==> src/hdl/hhdt_pkg.sv <==
// Shared constants, types and helpers for the heavy hitter table.
`default_nettype none
package hhdt_pkg;

    localparam int NE   = 64;
    localparam int IW   = $clog2(NE);
    localparam int CW   = IW + 1;
    localparam int KW   = 64;
    localparam int CNTW = 48;
    localparam int AW   = 31;
    localparam int PW   = 41;
    localparam int ICW  = 7;
    localparam int CFGW = 41;
    localparam int QB   = 6;

    localparam logic [CNTW-1:0] CNT_MAX = {CNTW{1'b1}};

    localparam logic [1:0] FN_UPDATE = 2'd0;
    localparam logic [1:0] FN_QUERY  = 2'd1;
    localparam logic [1:0] FN_REPORT = 2'd2;
    localparam logic [1:0] FN_CLEAR  = 2'd3;

    localparam logic [1:0] CFG_MODE   = 2'd0;
    localparam logic [1:0] CFG_PERIOD = 2'd1;
    localparam logic [1:0] CFG_ICAP   = 2'd2;

    localparam logic [ICW-1:0] ICAP_RST   = 7'd16;
    localparam logic [PW-1:0]  PERIOD_RST = 41'd1024;

    typedef struct packed {
        logic            vld;
        logic [KW-1:0]   key;
        logic [CNTW-1:0] cnt;
    } entry_t;

    typedef struct packed {
        logic [1:0]      func;
        logic [KW-1:0]   key;
        logic [AW-1:0]   amount;
        logic [CNTW-1:0] threshold;
    } in_t;

    typedef struct packed {
        logic [KW-1:0]   key_out;
        logic            hit;
        logic [CNTW-1:0] low_estimate;
        logic [CNTW-1:0] high_estimate;
        logic [CNTW-1:0] peak_estimate;
        logic            capacity_saturated;
        logic            last_item;
    } out_t;

    typedef struct packed {
        logic shift;
        logic clr;
    } ring_ctl_t;

    function automatic logic [CNTW-1:0] sat_add(input logic [CNTW-1:0] a,
                                                input logic [CNTW-1:0] b);
        logic [CNTW:0] s;
        s = {1'b0, a} + {1'b0, b};
        return s[CNTW] ? CNT_MAX : s[CNTW-1:0];
    endfunction

    function automatic logic [CW-1:0] cap_lim(input logic [ICW-1:0] c);
        logic [CW-1:0] r;
        if (c > ICW'(NE)) begin
            r = CW'(NE);
        end else begin
            r = c[CW-1:0];
        end
        return r;
    endfunction

endpackage
`default_nettype wire

==> src/hdl/hhdt_cell.sv <==
// One table slot of the rotating entry ring.
`default_nettype none
module hhdt_cell (
    input  wire logic            aclk,
    input  wire logic            aresetn,
    input  wire hhdt_pkg::ring_ctl_t ctl,
    input  wire hhdt_pkg::entry_t    din,
    output hhdt_pkg::entry_t         dout
);
    import hhdt_pkg::*;

    logic            vld_reg;
    logic [KW-1:0]   key_reg;
    logic [CNTW-1:0] cnt_reg;

    always_ff @(posedge aclk) begin
        if (!aresetn || ctl.clr) begin
            vld_reg <= 1'b0;
        end else if (ctl.shift) begin
            vld_reg <= din.vld;
        end
    end

    always_ff @(posedge aclk) begin
        if (ctl.shift) begin
            key_reg <= din.key;
            cnt_reg <= din.cnt;
        end
    end

    assign dout.vld = vld_reg;
    assign dout.key = key_reg;
    assign dout.cnt = cnt_reg;

endmodule
`default_nettype wire

==> config.mk <==
export PLATFORM = sky130hd
export DESIGN_NAME = hhdt_cell
export DESIGN_NICKNAME = d
export VERILOG_FILES = /design/src/hdl/hhdt_pkg.sv /design/src/hdl/hhdt_cell.sv
export SDC_FILE = /design/constraint.sdc
export NUM_CORES = 1
export LEC_CHECK = 0
export ABC_AREA = 1
export BUFFER_PORTS_ARGS = -buffer_cell sky130_fd_sc_hd__buf_2
export CORE_ASPECT_RATIO = 1.4
export CORE_MARGIN = 5
export CORE_UTILIZATION = 37
export CTS_CLUSTER_SIZE = 24
export DETAILED_ROUTE_END_ITERATION = 10
export PLACE_DENSITY = 0.71
export SETUP_SLACK_MARGIN = 0.5
export SYNTH_ARGS = -nofsm -noshare
export SYNTH_HDL_FRONTEND = slang
export SYNTH_SLANG_ARGS = --single-unit
==> constraint.sdc <==
create_clock -name aclk -period 0.8 [get_ports aclk]
set_clock_uncertainty 0.05 [all_clocks]
set_input_delay 0.16 -clock aclk [delete_from_list [all_inputs] [get_ports aclk]]
set_output_delay 0.16 -clock aclk [all_outputs]
set_load 0.05 [all_outputs]
==> impl_metrics.py, run 1 <==
metrics = {
    "placement": {
        "dp_hpwl_um": 6619,
        "io_buffers": 229,
        "place_area_um2": 4757,
        "dp.cells": 458,
        "gp_congestion": 0.6993,
        "dp_slack_ns": -0.1404,
    },
    "drt": {
        "via_per_inst": 4.468,
        "dr_total_vias": 2328,
        "detail_route.iter0.violations": 129,
        "totalWireLength_um": 10760,
        "post_drt_wl_per_cell_um": 20.66,
        "dr.pass1.iters": 4,
        "drc_errors": 0,
        "ant_nets": 0,
    },
    "logic_synthesis": {
        "syn_avg_cell_area_um2": 28.49,
        "seq_area_frac_synth_pct": 98.98,
        "synth_commonest_cells": "edfxtp_1 (112), nand2_1 (3), inv_1 (2)",
        "syn_area_um2": 3418,
        "synth_area_leader_cell": "edfxtp_1",
        "synth-async-reset-ratio_pct": 0,
        "synth_edf_count": 112,
        "syn_nets": 237,
        "synth_top_area_share_pct": 98.39,
        "yosysWarnings": 0,
        "ys_top_cells_by_area": "edfxtp_1 (98%), dfxtp_1 (0.59%), nand2_1 (0.33%)",
        "yosysMostFrequentCell": "edfxtp_1",
        "yosysUniqueCellTypes": 6,
        "synthFlopType": "edfxtp_1",
        "synthCells": 120,
        "synth-seq-cells": 113,
    },
    "clocking": {
        "h-tree-depth": 4,
        "cts_buffers": 17,
        "clock_latency_ns": 0.39,
        "clk_pin_slew_ns": 0.05,
        "cts-root-buf": "clkbuf_16",
        "cts_tree": "yes",
        "cts.path.max_buffers": 2,
        "clock_sinks": 113,
    },
    "sta": {
        "setup_violations": 114,
        "setup_tns_ns": -40.21,
        "holdWs_ns": -0.1135,
        "hold_viol_final": 113,
        "worst_pin_slew_ns": 0.1733,
        "fmax_ghz": 0.8332,
        "period_share_pct": 150.0,
        "layout_setup_ws_ns": -0.4002,
        "fin_crit_ns": 1.200,
        "rsz0062_at_grt": "true",
        "slew_viol_final": 0,
        "relSlewSlack_pct": 88.45,
    },
    "global_routing": {
        "grt_pass1_vias": 2697,
        "gr-usage-all-layers_pct": 19.36,
        "grt_max_degree": 17,
        "grt.overflow.total": 0,
        "grt_pass1_wl_um": 15580,
        "antenna_found_initial": 1,
    },
    "setup_path": {
        "crit_family": "flip-flops",
        "startpoint_type": "flop",
        "crit_type": "reg -> out",
        "rr_worst_depth": 4,
        "cp_slowest_stage_delay_ns": 0.41,
        "end_kind": "output pin",
        "worstPathRequired_ns": 0.59,
        "arrival_ns": 0.99,
        "worst-path-stages": 1,
        "path_cells": "buf_6",
        "slowest_stage": "edfxtp_1",
        "cp_max_fo": 1,
        "critPathBufInv": 1,
    },
    "pwr": {
        "peakVddDrop_mv": 2.403,
        "power_mw": 18.07,
        "powerDensity_nw_per_um2": 2669,
        "p_leak_nw": 2.913,
    },
    "finish": {
        "final_core_util_pct": 74.99,
        "fillCellCount": 526,
        "layout-drive-gt1-share_pct": 70.94,
        "area_delta_synth_final_pct": 98.06,
        "multi_input_area_um2": 27.53,
        "fin_cells": 521,
        "stdcell_area_um2": 6770,
        "num-nets-final": 518,
        "regArea_um2": 3385,
        "largest_reg_flops": 64,
    },
    "worst_hold_path": {
        "hold-path-cell-count": 1,
        "hold_class": "in -> reg",
    },
    "floorplanning": {
        "core_area_um2": 9029,
        "die-area_um2": 11290,
        "die_width_um": 91.24,
        "die_h_um": 123.7,
        "rows": 41,
        "io-pin-count": 230,
        "start_util_pct": 37.86,
    },
    "run_status": {
        "violations": "negative hold slack, negative setup slack",
        "status": "complete, but fails checks",
    },
    "job": {
        "maxCapViolations": 0,
    },
}
## final cells by class
type                            count  share of cell area [%]
Antenna cell                        1                 0.03696
Clock buffer                       17                   6.283
Clock inverter                     14                   2.181
Inverter                            2                  0.1109
Multi-Input combinational cell      4                  0.4066
Sequential cell                   113                   49.99
Tap cell                          107                   1.977
Timing Repair Buffer              263                   39.01
## worst paths after layout
path                                  start     endpoint  slack [ns]
worst max-delay path            cnt_reg[37]     dout[37]       -0.40
worst min-delay path                din[35]  cnt_reg[35]       -0.11
worst min register to register      vld_reg      vld_reg        0.64
worst max register to register      vld_reg      vld_reg       -0.01
## cells in the final DEF (no fill, tap or decap), drive strengths merged
| cell | count |
|---|---|
| buf | 263 |
| edfxtp | 112 |
| clkbuf | 17 |
| clkinv | 8 |
| clkinvlp | 3 |
| bufinv | 3 |
| nand2 | 3 |
| inv | 2 |
| diode | 1 |
| a21oi | 1 |
| dfxtp | 1 |
## kinds of logic (layout without fill, tap and decap cells)
logic type / count (synthesis) / in the layout / synth area share [%]
AO/OA/AOI/OAI: 1 / 1 / 0.2563
buffers and inverters: 3 / 296 / 0.4394
flip-flops: 113 / 113 / 98.98
other: 0 / 1 / 0
AND/OR/NAND/NOR: 3 / 3 / 0.3294
## layer usage
metal / vias to the layer above / part of all wire [%] / track usage [%]
met2: 120 / 61 / 37.36
met3: 20 / 6.1 / 6.405
li1: 1055 / - / -
met4: 0 / 3.1 / 9.541
met5: - / 0 / 0
met1: 1133 / 30 / 17.90
## power breakdown
group | total [mW] | internal, mW | switching (mW)
Clock | 7.27 | 4.80 | 2.47
Combinational | 3.52 | 1.41 | 2.11
Sequential | 7.28 | 7.05 | 0.228
## what timing repair did
action	in CTS	in global routing
resized for setup	262	2
cloned	17	0
hold endpoints to repair	113	113
buffers inserted	13	1
endpoints found under the setup margin	226	226
Power figures use the tool's default switching activity.
==> run 2, diff against run 1 <==
--- a/config.mk
+++ b/config.mk
@@ -8,7 +8,7 @@
 export ABC_AREA = 1
 export BUFFER_PORTS_ARGS = -buffer_cell sky130_fd_sc_hd__buf_2
 export CORE_ASPECT_RATIO = 1.4
-export CORE_MARGIN = 5
+export CORE_MARGIN = 1.5
 export CORE_UTILIZATION = 37
 export CTS_CLUSTER_SIZE = 24
 export DETAILED_ROUTE_END_ITERATION = 10
==> run 2 against run 1 <==
Compared with the run above:
- the flow still finishes with violations (negative hold slack, negative setup slack)
- critical path type unchanged
- clock power grew 0.6%
- fmax shrank 2.4%
- critical path depth unchanged
- setup slack worse by 0.030 ns
- via count is 0.82% higher
- design area up 0.65%
- core utilization increased by 0.92 points
- worst hold slack got worse by 0.011 ns
- wire length is 0.34% higher
- clock-buffer cell count unchanged
==> impl_metrics.py, run 2 (synthesis gave the netlist of run 1 again) <==
metrics = {
    "run_status": {
        "status": "complete, but fails checks",
        "violations": "negative hold slack, negative setup slack",
    },
    "clocking": {
        "clk_pin_slew_ns": 0.06,
        "cts_buffers": 17,
        "cts.path.max_buffers": 2,
        "cts-root-buf": "clkbuf_16",
        "clock_sinks": 113,
        "cts_tree": "yes",
        "clock_latency_ns": 0.40,
        "h-tree-depth": 4,
    },
    "drt": {
        "ant_nets": 0,
        "drc_errors": 0,
        "totalWireLength_um": 10800,
        "wl_met1_um": 3385,
        "dr.pass1.iters": 6,
        "wl_met2_um": 5998,
        "dr_total_vias": 2347,
        "wl_met3_um": 984,
        "post_drt_wl_per_cell_um": 20.61,
        "via_per_inst": 4.479,
        "highest_layer": "met4",
        "detail_route.iter0.violations": 102,
    },
    "global_routing": {
        "grt_pass1_wl_um": 15010,
        "grt.overflow.total": 0,
        "grt_pass1_vias": 2596,
        "gr-usage-all-layers_pct": 22.21,
        "antenna_found_initial": 1,
        "grt_max_degree": 17,
    },
    "sta": {
        "fin_crit_ns": 1.230,
        "setup_violations": 113,
        "layout_setup_ws_ns": -0.4299,
        "slew_viol_final": 0,
        "holdWs_ns": -0.1240,
        "relSlewSlack_pct": 88.11,
        "fmax_ghz": 0.8131,
        "period_share_pct": 153.7,
        "worst_pin_slew_ns": 0.1783,
        "rsz0062_at_grt": "true",
        "setup_tns_ns": -41.53,
        "hold_viol_final": 113,
    },
    "setup_path": {
        "path_cells": "buf_6",
        "r2r_slack_ns": 0.10,
        "end_kind": "output pin",
        "startpoint_type": "flop",
        "crit_type": "reg -> out",
        "crit_family": "flip-flops",
        "crit_path_start": "key_reg[53]",
        "r2r_start": "vld_reg",
        "critPathBufInv": 1,
        "slowest_stage": "edfxtp_1",
        "arrival_ns": 1.02,
        "cp_max_fo": 1,
        "worstPathRequired_ns": 0.59,
        "cp_slowest_stage_delay_ns": 0.43,
    },
    "placement": {
        "place_area_um2": 4762,
        "io_buffers": 229,
        "gp_congestion": 0.8503,
        "dp_slack_ns": -0.1214,
        "dp_hpwl_um": 6230,
    },
    "finish": {
        "layout-drive-gt1-share_pct": 71.88,
        "final_common_cell": "buf_6",
        "area_delta_synth_final_pct": 99.34,
        "final_core_util_pct": 75.90,
        "stdcell_area_um2": 6814,
        "largest_reg_flops": 64,
        "final_cell_mix": "buf_6 (116), buf_2 (115), edfxtp_1 (112)",
        "num-nets-final": 520,
    },
    "floorplanning": {
        "die_width_um": 84.24,
        "io-pin-count": 230,
        "die_h_um": 116.7,
        "core_area_um2": 8977,
        "start_util_pct": 38.08,
        "rows": 41,
        "die-area_um2": 9833,
    },
    "worst_hold_path": {
        "hold_class": "in -> reg",
        "holdCritStartpoint": "din[12]",
    },
    "job": {
        "maxCapViolations": 0,
    },
    "pwr": {
        "peakVddDrop_mv": 2.096,
        "powerDensity_nw_per_um2": 2662,
        "p_leak_nw": 2.923,
    },
}
run 2: changes by cell type in the layout (fill, tap and decap cells not counted), sizes merged:
cell | previous run | this run
bufinv | 3 | 2
clkinvlp | 3 | 4
clkbuf | 17 | 19
inv | 2 | 5
clkinv | 8 | 6
run 2: repair_timing:
action | 4_1_cts | 5_1_grt
endpoints found under the hold margin | 113 | 113
gates cloned | 15 | 2
buffers inserted | 12 | 3
resized for setup | 258 | 2
setup endpoints to repair | 226 | 226
run 2: path summary, 6_finish.rpt:
kind	to	cells past startpoint
max	dout[101]	1
min reg2reg	vld_reg	3
max reg2reg	vld_reg	3
min	cnt_reg[12]	1
run 2: report_power, final:
group | switching, mW | internal, mW
registers | 0.236 | 7.05
clock network | 2.71 | 4.60
logic | 2.12 | 1.42
run 2: through the flow:
stage	cells	total power, mW	hold slack, ns
after detailed placement	459	9.785	0.2881
after CTS	518	18.11	-0.1400
final	524	18.14	-0.1240
after global placement	459	9.750	0.2862
after floorplan	120	8.926	0.2089
after global routing	523	18.61	-0.1378
run 2: layer usage:
layer	vias up	global-route usage (%)
met4	0	13.66
li1	1063	-
met2	149	40.32
met5	-	0
met3	29	9.541
met1	1106	20.37
run 2: cell type report:
cell class	count	area [µm²]
timing repair buffer	265	2678
clock buffer	17	425.4
antenna	1	2.502
clock inverter	15	160.2
multi-input combinational	4	22.52
fill	506	2163
inverter	2	7.507
tap	107	133.9
sequential	113	3385
